`src/rtl/xenc_pkg.sv`:
```
package xenc_pkg;

    localparam int MaxBytes = 7;
    localparam int CntW     = $clog2(MaxBytes + 1);

    // Operation kinds.
    localparam logic [4:0] KIND_NOP      = 5'd0;
    localparam logic [4:0] KIND_RET      = 5'd1;
    localparam logic [4:0] KIND_PUSH     = 5'd2;
    localparam logic [4:0] KIND_POP      = 5'd3;
    localparam logic [4:0] KIND_MOV_IMM  = 5'd4;
    localparam logic [4:0] KIND_MOV_RR   = 5'd5;
    localparam logic [4:0] KIND_LEA_RIP  = 5'd6;
    localparam logic [4:0] KIND_CALL_REL = 5'd7;
    localparam logic [4:0] KIND_JMP_REL  = 5'd8;
    localparam logic [4:0] KIND_CALL_REG = 5'd9;
    localparam logic [4:0] KIND_JMP_REG  = 5'd10;
    localparam logic [4:0] KIND_JCC      = 5'd11;
    localparam logic [4:0] KIND_ADD      = 5'd12;
    localparam logic [4:0] KIND_SUB      = 5'd13;
    localparam logic [4:0] KIND_AND      = 5'd14;
    localparam logic [4:0] KIND_OR       = 5'd15;
    localparam logic [4:0] KIND_XOR      = 5'd16;
    localparam logic [4:0] KIND_CMP      = 5'd17;
    localparam logic [4:0] KIND_INC      = 5'd18;
    localparam logic [4:0] KIND_DEC      = 5'd19;

    // Opcode and prefix bytes.
    localparam logic [7:0] OP_NOP      = 8'h90;
    localparam logic [7:0] OP_RET      = 8'hC3;
    localparam logic [7:0] OP_REX_B    = 8'h41;
    localparam logic [7:0] OP_REX_W    = 8'h48;
    localparam logic [7:0] OP_PUSH     = 8'h50;
    localparam logic [7:0] OP_POP      = 8'h58;
    localparam logic [7:0] OP_MOV_IMM  = 8'hB8;
    localparam logic [7:0] OP_MODRM_RR = 8'hC0;
    localparam logic [7:0] OP_GRP5     = 8'hFF;
    localparam logic [7:0] OP_LEA      = 8'h8D;
    localparam logic [7:0] OP_MODRM_RIP = 8'h05;
    localparam logic [7:0] OP_MOV_RR   = 8'h89;
    localparam logic [7:0] OP_CALL_REL = 8'hE8;
    localparam logic [7:0] OP_JMP_REL  = 8'hE9;
    localparam logic [7:0] OP_JCC      = 8'h70;

    // ModRM reg-field extensions of the FF group.
    localparam logic [2:0] EXT_INC  = 3'd0;
    localparam logic [2:0] EXT_DEC  = 3'd1;
    localparam logic [2:0] EXT_CALL = 3'd2;
    localparam logic [2:0] EXT_JMP  = 3'd4;

    typedef struct packed {
        logic [4:0]         kind;
        logic [3:0]         dst_reg;
        logic [3:0]         src_reg;
        logic [3:0]         cond_code;
        logic signed [31:0] immediate;
    } t_in_item;

    typedef struct packed {
        logic [7:0] code_byte;
        logic       last_byte;
        logic       accepted;
    } t_out_item;

    typedef logic [MaxBytes-1:0][7:0] t_byte_buf;

    // Encoded instruction handed from the encoder to the serializer.
    typedef struct packed {
        t_byte_buf       bytes;
        logic [CntW-1:0] count;
        logic            ok;
    } t_enc_result;

    function automatic logic [7:0] alu_opcode(input logic [4:0] kind);
        logic [7:0] op;
        case (kind)
            KIND_ADD: op = 8'h01;
            KIND_SUB: op = 8'h29;
            KIND_AND: op = 8'h21;
            KIND_OR:  op = 8'h09;
            KIND_XOR: op = 8'h31;
            KIND_CMP: op = 8'h39;
            default:  op = OP_MOV_RR;
        endcase
        return op;
    endfunction

endpackage

```
`src/rtl/x64_instruction_byte_encoder.sv`:
```
// Channel   Direction  Valid        Stall         Payload
// input     in         i_in_valid   o_in_stall    i_in_data  (t_in_item)
// output    out        o_out_valid  i_out_stall   o_out_data (t_out_item)
//
// An instruction is registered on input, encoded combinationally and loaded into a byte buffer,
// and then shifted out one byte per output transfer; an instruction has 1 to 7 bytes.
// The next instruction loads in the cycle that the last byte of the current one leaves,
// so bytes flow without gaps while the input register holds the next instruction.
// Reset clears the valid flags of the input register and the byte buffer.
// A stall on the output holds the current byte and backs up into o_in_stall.
module x64_instruction_byte_encoder
    import xenc_pkg::*;
(
    input  logic      i_clk,
    input  logic      i_rst_n,
    input  logic      i_in_valid,
    input  t_in_item  i_in_data,
    output logic      o_in_stall,
    output logic      o_out_valid,
    output t_out_item o_out_data,
    input  logic      i_out_stall
);

    logic        r_in_valid;
    logic        n_in_valid;
    t_in_item    r_in;
    logic        ser_free;
    logic        load;
    t_enc_result enc;

    assign load       = r_in_valid && ser_free;
    assign o_in_stall = r_in_valid && !ser_free;

    always_comb begin
        n_in_valid = r_in_valid;
        if (i_in_valid && !o_in_stall) begin
            n_in_valid = 1'b1;
        end else if (load) begin
            n_in_valid = 1'b0;
        end
    end

    always_ff @(posedge i_clk) begin
        if (!i_rst_n) begin
            r_in_valid <= 1'b0;
        end else begin
            r_in_valid <= n_in_valid;
        end
        if (i_in_valid && !o_in_stall) begin
            r_in <= i_in_data;
        end
    end

    xenc_encode u_encode (
        .i_item (r_in),
        .o_enc  (enc)
    );

    xenc_serial u_serial (
        .i_clk       (i_clk),
        .i_rst_n     (i_rst_n),
        .i_load      (load),
        .i_enc       (enc),
        .o_free      (ser_free),
        .o_out_valid (o_out_valid),
        .o_out_data  (o_out_data),
        .i_out_stall (i_out_stall)
    );

endmodule

```
`src/rtl/xenc_encode.sv`:
```
module xenc_encode
    import xenc_pkg::*;
(
    input  t_in_item    i_item,
    output t_enc_result o_enc
);

    logic [2:0] dlo;
    logic [2:0] slo;
    logic       dhi;
    logic       shi;
    logic [31:0] imm;
    logic [7:0] op;
    logic [2:0] ext;

    assign dlo = i_item.dst_reg[2:0];
    assign slo = i_item.src_reg[2:0];
    assign dhi = i_item.dst_reg[3];
    assign shi = i_item.src_reg[3];
    assign imm = i_item.immediate;

    always_comb begin
        o_enc.bytes = '0;
        o_enc.count = CntW'(1);
        o_enc.ok    = 1'b1;
        op          = 8'h00;
        ext         = 3'd0;
        case (i_item.kind)
            KIND_NOP: begin
                o_enc.bytes[0] = OP_NOP;
            end
            KIND_RET: begin
                o_enc.bytes[0] = OP_RET;
            end
            KIND_PUSH, KIND_POP: begin
                op = ((i_item.kind == KIND_PUSH) ? OP_PUSH : OP_POP) | {5'd0, dlo};
                if (dhi) begin
                    o_enc.bytes[0] = OP_REX_B;
                    o_enc.bytes[1] = op;
                    o_enc.count    = CntW'(2);
                end else begin
                    o_enc.bytes[0] = op;
                end
            end
            KIND_MOV_IMM: begin
                op = OP_MOV_IMM | {5'd0, dlo};
                if (dhi) begin
                    o_enc.bytes[0] = OP_REX_B;
                    o_enc.bytes[1] = op;
                    o_enc.bytes[2] = imm[7:0];
                    o_enc.bytes[3] = imm[15:8];
                    o_enc.bytes[4] = imm[23:16];
                    o_enc.bytes[5] = imm[31:24];
                    o_enc.count    = CntW'(6);
                end else begin
                    o_enc.bytes[0] = op;
                    o_enc.bytes[1] = imm[7:0];
                    o_enc.bytes[2] = imm[15:8];
                    o_enc.bytes[3] = imm[23:16];
                    o_enc.bytes[4] = imm[31:24];
                    o_enc.count    = CntW'(5);
                end
            end
            KIND_MOV_RR, KIND_ADD, KIND_SUB, KIND_AND, KIND_OR, KIND_XOR,
            KIND_CMP: begin
                // REX.R comes from the source, REX.B from the destination.
                o_enc.bytes[0] = OP_REX_W | {5'd0, shi, 1'b0, dhi};
                o_enc.bytes[1] = alu_opcode(i_item.kind);
                o_enc.bytes[2] = OP_MODRM_RR | {2'd0, slo, dlo};
                o_enc.count    = CntW'(3);
            end
            KIND_LEA_RIP: begin
                o_enc.bytes[0] = OP_REX_W | {5'd0, dhi, 2'd0};
                o_enc.bytes[1] = OP_LEA;
                o_enc.bytes[2] = OP_MODRM_RIP | {2'd0, dlo, 3'd0};
                o_enc.count    = CntW'(7);
            end
            KIND_CALL_REL, KIND_JMP_REL: begin
                o_enc.bytes[0] = (i_item.kind == KIND_CALL_REL) ? OP_CALL_REL : OP_JMP_REL;
                o_enc.count    = CntW'(5);
            end
            KIND_CALL_REG, KIND_JMP_REG: begin
                ext = (i_item.kind == KIND_CALL_REG) ? EXT_CALL : EXT_JMP;
                op  = OP_MODRM_RR | {2'd0, ext, dlo};
                if (dhi) begin
                    o_enc.bytes[0] = OP_REX_B;
                    o_enc.bytes[1] = OP_GRP5;
                    o_enc.bytes[2] = op;
                    o_enc.count    = CntW'(3);
                end else begin
                    o_enc.bytes[0] = OP_GRP5;
                    o_enc.bytes[1] = op;
                    o_enc.count    = CntW'(2);
                end
            end
            KIND_JCC: begin
                o_enc.bytes[0] = OP_JCC | {4'd0, i_item.cond_code};
                o_enc.count    = CntW'(2);
            end
            KIND_INC, KIND_DEC: begin
                ext = (i_item.kind == KIND_INC) ? EXT_INC : EXT_DEC;
                o_enc.bytes[0] = OP_REX_W | {7'd0, dhi};
                o_enc.bytes[1] = OP_GRP5;
                o_enc.bytes[2] = OP_MODRM_RR | {2'd0, ext, dlo};
                o_enc.count    = CntW'(3);
            end
            default: begin
                // Unsupported kind: a single zero byte marked not accepted.
                o_enc.ok = 1'b0;
            end
        endcase
    end

endmodule

```
`src/rtl/xenc_serial.sv`:
```
module xenc_serial
    import xenc_pkg::*;
(
    input  logic        i_clk,
    input  logic        i_rst_n,
    input  logic        i_load,
    input  t_enc_result i_enc,
    output logic        o_free,
    output logic        o_out_valid,
    output t_out_item   o_out_data,
    input  logic        i_out_stall
);

    logic            r_valid;
    logic            n_valid;
    t_byte_buf       r_buf;
    t_byte_buf       n_buf;
    logic [CntW-1:0] r_cnt;
    logic [CntW-1:0] n_cnt;
    logic            r_ok;
    logic            n_ok;
    logic            last;
    logic            xfer;

    assign last   = (r_cnt == CntW'(1));
    assign xfer   = r_valid && !i_out_stall;
    // The buffer can take a new instruction in the cycle its last byte leaves.
    assign o_free = !r_valid || (xfer && last);

    always_comb begin
        n_valid = r_valid;
        n_buf   = r_buf;
        n_cnt   = r_cnt;
        n_ok    = r_ok;
        if (i_load) begin
            n_valid = 1'b1;
            n_buf   = i_enc.bytes;
            n_cnt   = i_enc.count;
            n_ok    = i_enc.ok;
        end else if (xfer) begin
            n_valid = !last;
            n_buf   = r_buf >> 8;
            n_cnt   = r_cnt - CntW'(1);
        end
    end

    always_ff @(posedge i_clk) begin
        if (!i_rst_n) begin
            r_valid <= 1'b0;
        end else begin
            r_valid <= n_valid;
        end
        r_buf <= n_buf;
        r_cnt <= n_cnt;
        r_ok  <= n_ok;
    end

    assign o_out_valid          = r_valid;
    assign o_out_data.code_byte = r_buf[0];
    assign o_out_data.last_byte = last;
    assign o_out_data.accepted  = r_ok;

endmodule

```
`config.mk`:
```
export PLATFORM = sky130hd
export DESIGN_NAME = x64_instruction_byte_encoder
export DESIGN_NICKNAME = d
export VERILOG_FILES = /design/src/rtl/xenc_pkg.sv /design/src/rtl/x64_instruction_byte_encoder.sv /design/src/rtl/xenc_encode.sv /design/src/rtl/xenc_serial.sv
export SDC_FILE = /design/constraint.sdc
export NUM_CORES = 1
export LEC_CHECK = 0
export ABC_AREA = 1
export BUFFER_PORTS_ARGS = -buffer_cell sky130_fd_sc_hd__buf_2
export CELL_PAD_IN_SITES_DETAIL_PLACEMENT = 0
export CELL_PAD_IN_SITES_GLOBAL_PLACEMENT = 1
export CORE_MARGIN = 2
export CORE_UTILIZATION = 33
export DETAILED_ROUTE_END_ITERATION = 10
export PLACE_DENSITY = 0.66
export RECOVER_POWER = 25
export SLEW_MARGIN = 20
export SYNTH_ARGS = -nofsm -noshare
export SYNTH_HDL_FRONTEND = slang
export SYNTH_SLANG_ARGS = --single-unit
```
`constraint.sdc`:
```
create_clock -name i_clk -period 6.2 [get_ports i_clk]
set_input_delay 0.62 -clock i_clk [delete_from_list [all_inputs] [get_ports i_clk]]
set_output_delay 0.62 -clock i_clk [all_outputs]
set_load 0.05 [all_outputs]
```
==> results of run 1 <==
## sequential cells by signal, summed over array words and instances (netlist names)
register / cells
r_in_valid: 1
u_serial.r_ok: 1
u_serial.r_buf: 40
r_in: 49
u_serial.r_cnt: 3
u_serial.o_out_valid: 1
u_serial.o_out_data: 8
## stage by stage
step / setup WS, ps / utilization (%) / power (mW)
finish: 3170 / 38.6 / 1.60
global route: 2850 / 38.6 / 1.67
CTS: 3130 / 38.7 / 1.62
detailed placement: 3000 / 36.6 / 1.06
global placement: 3060 / 36.6 / 1.05
floorplan: 1340 / - / 1.00
## cell usage after synthesis, types with 3 or more instances
cell | number | area share (%)
sky130_fd_sc_hd__nand2_1 | 147 | 11
sky130_fd_sc_hd__edfxtp_1 | 101 | 62
sky130_fd_sc_hd__inv_1 | 33 | 2.5
sky130_fd_sc_hd__nand3_1 | 33 | 3.4
sky130_fd_sc_hd__nor2_1 | 33 | 2.5
sky130_fd_sc_hd__a22oi_1 | 20 | 3.1
sky130_fd_sc_hd__o21ai_0 | 17 | 1.7
sky130_fd_sc_hd__buf_4 | 11 | 1.7
sky130_fd_sc_hd__clkbuf_1 | 7 | 0.54
sky130_fd_sc_hd__inv_2 | 7 | 0.54
sky130_fd_sc_hd__o31ai_1 | 7 | 1.1
sky130_fd_sc_hd__nand4_1 | 6 | 0.77
sky130_fd_sc_hd__nor2_4 | 6 | 1.4
sky130_fd_sc_hd__a21oi_1 | 5 | 0.51
sky130_fd_sc_hd__nand2_2 | 5 | 0.64
sky130_fd_sc_hd__nor2_2 | 5 | 0.64
sky130_fd_sc_hd__o211ai_1 | 5 | 0.77
sky130_fd_sc_hd__buf_2 | 3 | 0.31
## how the worst max path moves through the flow
stage,startpoint,endpoint,slack (ps),depth (start not counted)
6_report,u_serial.r_cnt[0]$_DFFE_PP_,u_serial.r_buf[12]$_DFFE_PP_,3170,8
5_1_grt,u_serial.r_cnt[0]$_DFFE_PP_,u_serial.r_buf[12]$_DFFE_PP_,2850,8
4_1_cts,u_serial.r_cnt[0]$_DFFE_PP_,u_serial.r_buf[26]$_DFFE_PP_,3130,8
3_5_place_dp,i_out_stall,u_serial.r_buf[12]$_DFFE_PP_,3000,8
3_3_place_gp,i_out_stall,u_serial.o_out_data[2]$_DFFE_PP_,3060,8
2_1_floorplan,u_serial.o_out_valid$_SDFFE_PN0P_,u_serial.o_out_data[2]$_DFFE_PP_,1340,2
## metal layers
metal,GRT usage (%),routed length [microns]
met1,19.5,5090
met2,25.2,5560
met3,4.79,577
met4,5.29,197
met5,0,0
## power breakdown
part	internal, mW	switching (mW)	leakage [nW]	total [mW]
registers	0.833	0.0262	0.994	0.860
clock network	0.282	0.273	0.139	0.555
logic	0.0541	0.127	1.20	0.181
total	1.17	0.426	2.34	1.60
## kinds of logic after synthesis
family                   after synthesis  share of synthesized area [%]
AND/OR/NAND/NOR                      243                           21.9
flip-flops                           103                           63.0
buffers and inverters                 65                           6.24
AO/OA/AOI/OAI                         61                           8.19
adder cells (fa/ha/maj)                2                          0.513
XOR/XNOR                               1                          0.180
## layout make-up
class                   instances  area [sq um]
clock inverters                 7          65.1
inverters                      42           158
fillers                      1444          8890
repair buffers                 66           330
well taps                     184           230
multi-input cells             307          1510
flip-flops and latches        103          3070
clock buffers                   9           225
==> PnR_summary.wiki, run 1 <==
{| class="wikitable"
! Metric !! Value
|-
| Cell mode on critical path || sky130_fd_sc_hd__nand2_1
|-
| Ys async rst share || 0%
|-
| Number of clock sinks seen by CTS || 103
|-
| YS warnings || 0
|-
| Count of unique library cells instantiated by Yosys || 35
|-
| Clock root buffer || sky130_fd_sc_hd__clkbuf_16
|-
| Detailed placer's ending HPWL || 7870 microns
|-
| Post-route DRC || 0
|-
| Clock Latency Late Sink || 360 ps
|-
| CTS HTree Levels || 3
|-
| Initial core utilization || 33.7%
|-
| Total clock buffers created by CTS || 9
|-
| Crit path capture type || flop
|-
| Highest clock frequency the design can meet || 330 MHz
|-
| Destination of the worst hold path || r_in[10]$_DFFE_PP_
|-
| Count of placed standard cells in the final layout, fillers left out || 718
|-
| Vias in the first global route || 3468
|-
| Vertical extent of the die || 126 microns
|-
| Start point of the worst hold path || i_in_data[10]
|-
| Capturing point of the worst reg2reg path || u_serial.r_buf[12]$_DFFE_PP_
|-
| Post CTS Setup Buffer Count || 0
|-
| Mean post-synth cell area || just over 10 sq um
|-
| Die W || 126 microns
|-
| Clock period minus final worst setup slack || ~3000 ps
|-
| CTS tree || yes
|-
| Wire length of the first global-routing pass || 18500 microns
|-
| Initial antenna violation count || 0
|-
| Leakage Power || about 2.3 nW
|-
| Crit-path leading delay family || buffers and inverters
|-
| Synth Register Bits || 103
|-
| Number of cells on the worst hold path || 1
|-
| Net count of the finished layout || slightly below 600
|-
| Hold bufs inserted after CTS || 0
|-
| Setup repair after global routing missed its margin || no
|-
| Cells traversed along the worst timing path || ha_1 -> nand3b_1 -> nand2_1 -> nand2_2 -> buf_4 -> clkinv_1 -> o21ai_0 -> nand2_1
|-
| Maximum number of pins on one net before global-route repair || 56
|-
| Count of max-cap constraint violations || 0
|-
| Headroom to the max-slew limit || between 30% and 40%
|-
| Power density relative to cell area || between 200 and 300 mW/mm^2
|-
| Portion of the post-synthesis area used by sequential elements || between 60% and 70%
|-
| Worst min-delay path class || in -> reg
|-
| Port Buf Inserts || 64
|-
| Type of the setup path with the least slack || reg -> reg
|-
| Transition time of the tightest slew-check pin || 1040 ps
|-
| Overall fraction of global-route tracks in use || 15.4%
|-
| Routed len/inst || 15.9 microns
|-
| Skew final || 13.8 ps
|-
| FP Rows || 44
|-
| Worst IR Drop VDD || 0.161 mV
|-
| Count of boundary I/O pins || between 60 and 70
|-
| Via Count || roughly 3400
|-
| Overall die area || 0.0158 sq mm
|-
| Avg Vias per Cell || 4.80
|-
| Clock-pin slew on the worst setup and hold paths || 80 ps
|-
| DRC marker count from the first detailed-route iteration || around 190
|-
| Area delta synth->final || 14.7%
|-
| Run status || finished, final reports clean
|-
| Routed Antenna Nets || 0
|-
| Drt first pass iters || 4
|-
| Critical path required time || 6310 ps
|-
| Final setup viols || 0
|-
| Routability congestion estimate from global placement || roughly 0.84
|-
| Post-cts gate resize count || 0
|-
| Total overflow reported by the global router || 0
|-
| Post-synth EDFFs || just over 100
|-
| Startpoint of the worst register-to-register path || u_serial.r_cnt[0]$_DFFE_PP_
|-
| Worst path max stage delay || 970 ps
|-
| ANT cells || 0
|-
| Maximum root-to-sink buffer count || 2
|-
| Fraction of final layout cells with drive strength greater than 1 || about 20%
|-
| Critical Path Start Type || flop
|-
| Final cycle utilization of the critical path || 48.9%
|-
| Max FO, Critical Path || 55
|-
| Setup total negative slack || 0 ps
|-
| Endpoint arrival time on the critical path || 3140 ps
|-
| Instance area after placement || 0.00531 sq mm
|-
| Slew Limit Fails || 0
|-
| Number of hold violations in the final report || 0
|-
| Cell at the slowest stage of the critical path || sky130_fd_sc_hd__clkinv_1
|-
| Bufs and invs on worst path || 2
|-
| Commonest cells after routing, fill and taps aside || sky130_fd_sc_hd__nand2_1, sky130_fd_sc_hd__edfxtp_1, sky130_fd_sc_hd__buf_2, sky130_fd_sc_hd__nor2_1, sky130_fd_sc_hd__nand3_1
|-
| Worst reg-to-reg setup slack || 3170 ps
|-
| Worst Reg2Reg Path Length in Cells || 8
|-
| Core region area || approximately 0.014 sq mm
|-
| Total standard cell area after synthesis || 0.00488 sq mm
|-
| Post-Syn Instances || ~480
|-
| Placed instance count || 702
|-
| Post-synth top flop || sky130_fd_sc_hd__edfxtp_1
|-
| Final standard cell area without fillers || 0.00559 sq mm
|-
| DRT Wirelength || about 11000 microns
|-
| Most common cell after layout, fill and taps aside || sky130_fd_sc_hd__nand2_1
|-
| Net count after synthesis || 530
|-
| Final hold slack || 427 ps
|}
Power figures use the tool's default switching activity.
==> inputs of run 2 (changes only) <==
--- a/config.mk
+++ b/config.mk
@@ -5,14 +5,14 @@
 export SDC_FILE = /design/constraint.sdc
 export NUM_CORES = 1
 export LEC_CHECK = 0
-export ABC_AREA = 1
+export ABC_AREA = 0
 export BUFFER_PORTS_ARGS = -buffer_cell sky130_fd_sc_hd__buf_2
 export CELL_PAD_IN_SITES_DETAIL_PLACEMENT = 0
 export CELL_PAD_IN_SITES_GLOBAL_PLACEMENT = 1
 export CORE_MARGIN = 2
 export CORE_UTILIZATION = 33
 export DETAILED_ROUTE_END_ITERATION = 10
-export PLACE_DENSITY = 0.66
+export PLACE_DENSITY = 0.67
 export RECOVER_POWER = 25
 export SLEW_MARGIN = 20
 export SYNTH_ARGS = -nofsm -noshare
==> constraint.sdc (replaced) <==
create_clock -name i_clk -period 2.57 [get_ports i_clk]
set_input_delay 0.257 -clock i_clk [delete_from_list [all_inputs] [get_ports i_clk]]
set_output_delay 0.257 -clock i_clk [all_outputs]
set_load 0.05 [all_outputs]
==> PnR_summary.wiki, run 2 <==
{| class="wikitable"
! Metric !! Value
|-
| Slew Limit Fails || 0
|-
| Setup repair after global routing missed its margin || no
|-
| Total clock buffers created by CTS || 9
|-
| Drt first pass iters || 5
|-
| Post-cts gate resize count || 0
|-
| DRC marker count from the first detailed-route iteration || 313
|-
| Initial core utilization || 33.5%
|-
| Worst Reg2Reg Path Length in Cells || 7
|-
| Type of the setup path with the least slack || reg -> reg
|-
| Count of boundary I/O pins || 65
|-
| Number of clock sinks seen by CTS || 103
|-
| Share of the core filled with cells || 39.1%
|-
| Maximum number of pins on one net before global-route repair || 55
|-
| Leading cell type by number of instances after synthesis || sky130_fd_sc_hd__edfxtp_1
|-
| Clock period minus final worst setup slack || about 2200 ps
|-
| Number of cells on the worst hold path || 1
|-
| FP Rows || 46
|-
| Port Buf Inserts || 64
|-
| Run status || finished, final reports clean
|-
| Maximum root-to-sink buffer count || 2
|-
| Clock Latency Late Sink || 360 ps
|-
| Vias in the first global route || 3716
|-
| Cells traversed along the worst timing path || inv_1 -> ha_1 -> nor3b_1 -> o21ai_4 -> inv_1 -> o2111ai_2 -> o21ai_1
|-
| CTS HTree Levels || 3
|-
| Start point of the worst hold path || i_in_data[20]
|-
| Post-synth EDFFs || 101
|-
| Top cells by area, synth || sky130_fd_sc_hd__edfxtp_1, sky130_fd_sc_hd__mux2i_1, sky130_fd_sc_hd__nand2_1
|-
| DRT Wirelength || 13500 microns
|-
| CTS tree || yes
|-
| Clock-pin slew on the worst setup and hold paths || 80 ps
|-
| Detailed placer's ending HPWL || 9510 microns
|-
| Worst min-delay path class || in -> reg
|-
| Library cell with the largest summed area after synthesis || sky130_fd_sc_hd__edfxtp_1
|-
| Portion of the post-synthesis area used by sequential elements || between 50% and 60%
|-
| Leakage Power || between 2 and 2.5 nW
|-
| YS warnings || 0
|-
| Max FO, Critical Path || 11
|-
| Vertical extent of the die || 130 microns
|-
| Highest clock frequency the design can meet || between 400 and 500 MHz
|-
| Worst reg-to-reg setup slack || approximately 330 ps
|-
| Post CTS Setup Buffer Count || 0
|-
| Via Count || 3813
|-
| Fraction of final layout cells with drive strength greater than 1 || 25.0%
|-
| ANT cells || 0
|-
| Final setup viols || 0
|-
| Routability congestion estimate from global placement || 0.870
|-
| Endpoint arrival time on the critical path || 2450 ps
|-
| Total overflow reported by the global router || 0
|-
| Most flop-heavy register || r_in
|-
| Worst IR Drop VDD || 0.379 mV
|-
| Critical Path Start Type || flop
|-
| Worst setup startpoint || u_serial.r_cnt[1]$_DFFE_PP_
|-
| Synth Register Bits || 103
|-
| Filler cells || ~1600
|-
| Startpoint of the worst register-to-register path || u_serial.r_cnt[1]$_DFFE_PP_
|-
| Headroom to the max-slew limit || 53.8%
|-
| Ys async rst share || 0%
|-
| Most common cell after layout, fill and taps aside || sky130_fd_sc_hd__edfxtp_1
|-
| Top cell type's share of synthesized area || 57.5%
|-
| Core region area || 0.0158 sq mm
|-
| Net count of the finished layout || 570
|-
| Critical path required time || 2780 ps
|-
| Routed len/inst || 18.3 microns
|-
| Area delta synth->final || 16.9%
|-
| Crit-path leading delay family || compound AO/OA/AOI/OAI gates
|-
| Cell mode on critical path || sky130_fd_sc_hd__inv_1
|-
| Setup total negative slack || 0 ps
|-
| Count of unique library cells instantiated by Yosys || 61
|-
| Destination of the worst hold path || r_in[20]$_DFFE_PP_
|-
| Cell at the slowest stage of the critical path || sky130_fd_sc_hd__o2111ai_2
|-
| Mean post-synth cell area || 11.7 sq um
|-
| Post-synth top flop || sky130_fd_sc_hd__edfxtp_1
|-
| Hold bufs inserted after CTS || 0
|-
| Net count after synthesis || 506
|-
| Overall die area || around 0.017 sq mm
|-
| Commonest cells after routing, fill and taps aside || sky130_fd_sc_hd__edfxtp_1, sky130_fd_sc_hd__buf_2, sky130_fd_sc_hd__nand2_1, sky130_fd_sc_hd__buf_4
|-
| Skew final || 13.8 ps
|-
| Wire length of the first global-routing pass || 20900 microns
|-
| Post-route DRC || 0
|-
| Transition time of the tightest slew-check pin || 693 ps
|-
| Final cycle utilization of the critical path || 87.2%
|-
| Count of max-cap constraint violations || 0
|-
| Bufs and invs on worst path || 2
|-
| Power density relative to cell area || approximately 660 mW/mm^2
|-
| Capturing point of the worst reg2reg path || u_serial.r_buf[16]$_DFFE_PP_
|-
| Clock root buffer || sky130_fd_sc_hd__clkbuf_16
|-
| Worst path max stage delay || 390 ps
|-
| Initial antenna violation count || 0
|-
| Cell types with the highest counts after synthesis || sky130_fd_sc_hd__edfxtp_1, sky130_fd_sc_hd__nand2_1, sky130_fd_sc_hd__a21oi_1
|-
| Die W || 130 microns
|-
| Routed Antenna Nets || 0
|-
| Total standard cell area after synthesis || 0.00528 sq mm
|-
| Number of hold violations in the final report || 0
|-
| Flip-flop count of the largest register after layout || 49
|-
| Crit path capture type || flop
|-
| Post-Syn Instances || ~450
|-
| Avg Vias per Cell || roughly 5.2
|-
| Overall fraction of global-route tracks in use || 16.5%
|}
-- run 2: cell type report --
| cell class | instances | area [sq um] | area share [%] |
|---|---|---|---|
| Sequential cell | 103 | 3070 | 49.8 |
| Multi-Input combinational cell | 299 | 1920 | 31.2 |
| Timing Repair Buffer | 95 | 583 | 9.45 |
| Tap cell | 216 | 270 | 4.38 |
| Clock buffer | 10 | 229 | 3.71 |
| Clock inverter | 6 | 62.6 | 1.01 |
| Inverter | 7 | 26.3 | 0.426 |
-- run 2: worst max-delay path by stage --
stage	end	slack, ps	cells after the start
finish	u_serial.r_buf[16]$_DFFE_PP_	330	7
global route	u_serial.r_buf[43]$_SDFFCE_PN0P_	90	7
CTS	u_serial.r_buf[43]$_SDFFCE_PN0P_	270	7
detailed placement	u_serial.r_buf[43]$_SDFFCE_PN0P_	300	7
global placement	u_serial.r_buf[43]$_SDFFCE_PN0P_	310	6
floorplan	r_in[0]$_DFFE_PP_	120	6
-- run 2: cells by family after synthesis --
family,count (synthesis),synth area share (%)
AO/OA/AOI/OAI,137,17.5
AND/OR/NAND/NOR,132,12.4
flip-flops,103,58.2
buffers and inverters,49,5.88
multiplexers,25,4.81
adder cells (fa/ha/maj),3,0.664
XOR/XNOR,2,0.474
-- run 2: through the flow --
stage | total power, mW | cell area, sq um | hold WS (ps) | std cells | setup slack [ps]
floorplan | 2.56 | 5300 | 356 | 451 | 124
global placement | 2.77 | 5880 | 433 | 720 | 311
detailed placement | 2.78 | 5880 | 435 | 720 | 304
CTS | 4.13 | 6170 | 60.0 | 736 | 270
global route | 4.28 | 6170 | 54.2 | 736 | 90.3
finish | 4.09 | 6170 | 71.3 | 736 | 330
-- run 2: routing by layer --
metal	global-route usage (%)	wire length [microns]	vias up
li1	-	-	1821
met1	23.2	6140	1852
met2	25.4	6290	119
met3	3.71	724	21
met4	5.76	318	0
met5	0	0	-
-- run 2: power by group --
part	total (mW)	internal [mW]	switching, mW
Combinational	0.628	0.227	0.402
Clock	1.36	0.686	0.670
Sequential	2.11	2.03	0.0781
Total	4.09	2.94	1.15
==> inputs of run 3 (changes only) <==
--- a/config.mk
+++ b/config.mk
@@ -9,10 +9,10 @@
 export BUFFER_PORTS_ARGS = -buffer_cell sky130_fd_sc_hd__buf_2
 export CELL_PAD_IN_SITES_DETAIL_PLACEMENT = 0
 export CELL_PAD_IN_SITES_GLOBAL_PLACEMENT = 1
-export CORE_MARGIN = 2
+export CORE_MARGIN = 4
 export CORE_UTILIZATION = 33
 export DETAILED_ROUTE_END_ITERATION = 10
-export PLACE_DENSITY = 0.67
+export PLACE_DENSITY = 0.7
 export RECOVER_POWER = 25
 export SLEW_MARGIN = 20
 export SYNTH_ARGS = -nofsm -noshare
==> constraint.sdc (replaced) <==
create_clock -name i_clk -period 2.57 [get_ports i_clk]
set_input_delay 0.257 -clock i_clk [delete_from_list [all_inputs] [get_ports i_clk]]
set_output_delay 0.257 -clock i_clk [all_outputs]
set_load 0.02 [all_outputs]
==> PnR_summary.wiki, run 3 (synthesis gave the netlist of run 2 again) <==
{| class="wikitable"
! Metric !! Value
|-
| Run status || finished, final reports clean
|-
| Flip-flop count of the largest register after layout || 49
|-
| FP Rows || 45
|-
| Setup total negative slack || 0 ps
|-
| Most flop-heavy register || r_in
|-
| Filler cells || 1513
|-
| Initial core utilization || 34.2%
|-
| Transition time of the tightest slew-check pin || 710 ps
|-
| CTS tree || yes
|-
| Via Count || 3819
|-
| Overall fraction of global-route tracks in use || 15.1%
|-
| Cells traversed along the worst timing path || buf_4 -> or2_1 -> o2bb2ai_1 -> a22o_1 -> a2111oi_2 -> a21oi_1
|-
| Start point of the worst hold path || i_in_data[29]
|-
| Worst setup startpoint || r_in[47]$_DFFE_PP_
|-
| Drt first pass iters || 4
|-
| Routability congestion estimate from global placement || 0.971
|-
| Final setup viols || 0
|-
| Post CTS Setup Buffer Count || 0
|-
| Fraction of final layout cells with drive strength greater than 1 || 25.8%
|-
| Clock-pin slew on the worst setup and hold paths || 80 ps
|-
| Leakage Power || between 2 and 2.5 nW
|-
| Crit path capture type || flop
|-
| Setup repair after global routing missed its margin || no
|-
| Total clock buffers created by CTS || 9
|-
| Worst path max stage delay || approximately 640 ps
|-
| Startpoint of the worst register-to-register path || r_in[47]$_DFFE_PP_
|-
| Hold bufs inserted after CTS || 0
|-
| Commonest cells after routing, fill and taps aside || sky130_fd_sc_hd__edfxtp_1, sky130_fd_sc_hd__buf_2, sky130_fd_sc_hd__nand2_1, sky130_fd_sc_hd__buf_4
|-
| Wire length of the first global-routing pass || 21200 microns
|-
| Highest clock frequency the design can meet || 447 MHz
|-
| Max FO, Critical Path || 16
|-
| Clock Latency Late Sink || between 300 and 400 ps
|-
| Overall die area || 0.0181 sq mm
|-
| Critical Path Start Type || flop
|-
| DRC marker count from the first detailed-route iteration || ~320
|-
| Routed len/inst || between 15 and 20 microns
|-
| Post-cts gate resize count || 0
|-
| Cell at the slowest stage of the critical path || sky130_fd_sc_hd__edfxtp_1
|-
| DRT Wirelength || 13300 microns
|-
| Initial antenna violation count || 0
|-
| Skew final || ~9 ps
|-
| ANT cells || 0
|-
| Port Buf Inserts || between 60 and 70
|-
| Slew Limit Fails || 0
|-
| Vertical extent of the die || 134 microns
|-
| Routed Antenna Nets || 0
|-
| Maximum number of pins on one net before global-route repair || 67
|-
| Critical path required time || 2670 ps
|-
| Power density relative to cell area || ~650 mW/mm^2
|-
| Maximum root-to-sink buffer count || 2
|-
| Count of boundary I/O pins || 65
|-
| Crit-path leading delay family || compound AO/OA/AOI/OAI gates
|-
| Worst IR Drop VDD || between 0.3 and 0.4 mV
|-
| Post-route DRC || 0
|-
| Worst min-delay path class || in -> reg
|-
| CTS HTree Levels || 3
|-
| Most common cell after layout, fill and taps aside || sky130_fd_sc_hd__edfxtp_1
|-
| Bufs and invs on worst path || 1
|-
| Count of max-cap constraint violations || 0
|-
| Final cycle utilization of the critical path || 87.0%
|-
| Headroom to the max-slew limit || a little over half
|-
| Avg Vias per Cell || 5.20
|-
| Type of the setup path with the least slack || reg -> reg
|-
| Worst reg-to-reg setup slack || roughly 340 ps
|-
| Clock root buffer || sky130_fd_sc_hd__clkbuf_16
|-
| Endpoint arrival time on the critical path || 2340 ps
|-
| Final total power || between 4 and 5 mW
|-
| Total overflow reported by the global router || 0
|-
| Number of clock sinks seen by CTS || 103
|-
| Die W || 134 microns
|-
| Net count of the finished layout || 573
|-
| Clock period minus final worst setup slack || 2230 ps
|-
| Vias in the first global route || 3857
|-
| Number of hold violations in the final report || 0
|-
| Detailed placer's ending HPWL || 9410 microns
|-
| Core region area || 0.0154 sq mm
|-
| Area delta synth->final || 17.8%
|}
run 3: cell count changes in the layout (fill, tap and decap cells not counted):
cell / change
sky130_fd_sc_hd__buf_2: +1
sky130_fd_sc_hd__buf_4: +1
sky130_fd_sc_hd__inv_6: -1
sky130_fd_sc_hd__inv_8: +1
sky130_fd_sc_hd__clkbuf_1: -2
sky130_fd_sc_hd__clkinv_2: +1
sky130_fd_sc_hd__buf_12: +2
run 3: through the flow:
stage               hold WS [ps]  instances  utilization (%)  worst slack, ps  area (sq um)
finish                      66.1        734             40.3              335          6210
global route                49.1        734             40.3              224          6210
CTS                         57.1        734             40.3              335          6220
detailed placement           435        718             38.4              358          5920
global placement             433        718             38.4              412          5920
floorplan                    356        451                -              178          5290
run 3: path summary, 6_finish.rpt:
path,cells past startpoint,end
max,6,u_serial.r_cnt[1]$_DFFE_PP_
min,1,r_in[29]$_DFFE_PP_
max reg2reg,6,u_serial.r_cnt[1]$_DFFE_PP_
min reg2reg,2,u_serial.r_buf[28]$_DFFE_PP_
run 3: power by group:
group | internal, mW | switching (mW)
Sequential | 2.03 | 0.0763
Clock | 0.687 | 0.683
Combinational | 0.234 | 0.356
Total | 2.95 | 1.12
run 3: layout make-up:
cell class	instances	area, sq um	share of cell area [%]
inverters	7	26.3	0.423
flip-flops and latches	103	3070	49.5
multi-input cells	299	1920	31.0
repair buffers	98	632	10.2
clock buffers	9	225	3.62
well taps	211	264	4.25
clock inverters	7	70.1	1.13
run 3: worst reg2reg max path, stage by stage, from the launching register on:
cell,delay (ps)
sky130_fd_sc_hd__edfxtp_1,640
sky130_fd_sc_hd__buf_4,290
sky130_fd_sc_hd__or2_1,270
sky130_fd_sc_hd__o2bb2ai_1,130
sky130_fd_sc_hd__a22o_1,200
sky130_fd_sc_hd__a2111oi_2,380
sky130_fd_sc_hd__a21oi_1,70
run 3: layer usage:
layer / vias to the layer above / GRT usage, % / routed length, microns
li1: 1828 / - / -
met1: 1833 / 19.8 / 5810
met2: 132 / 23.6 / 6170
met3: 26 / 3.86 / 889
met4: 0 / 7.24 / 442
met5: - / 0 / 0
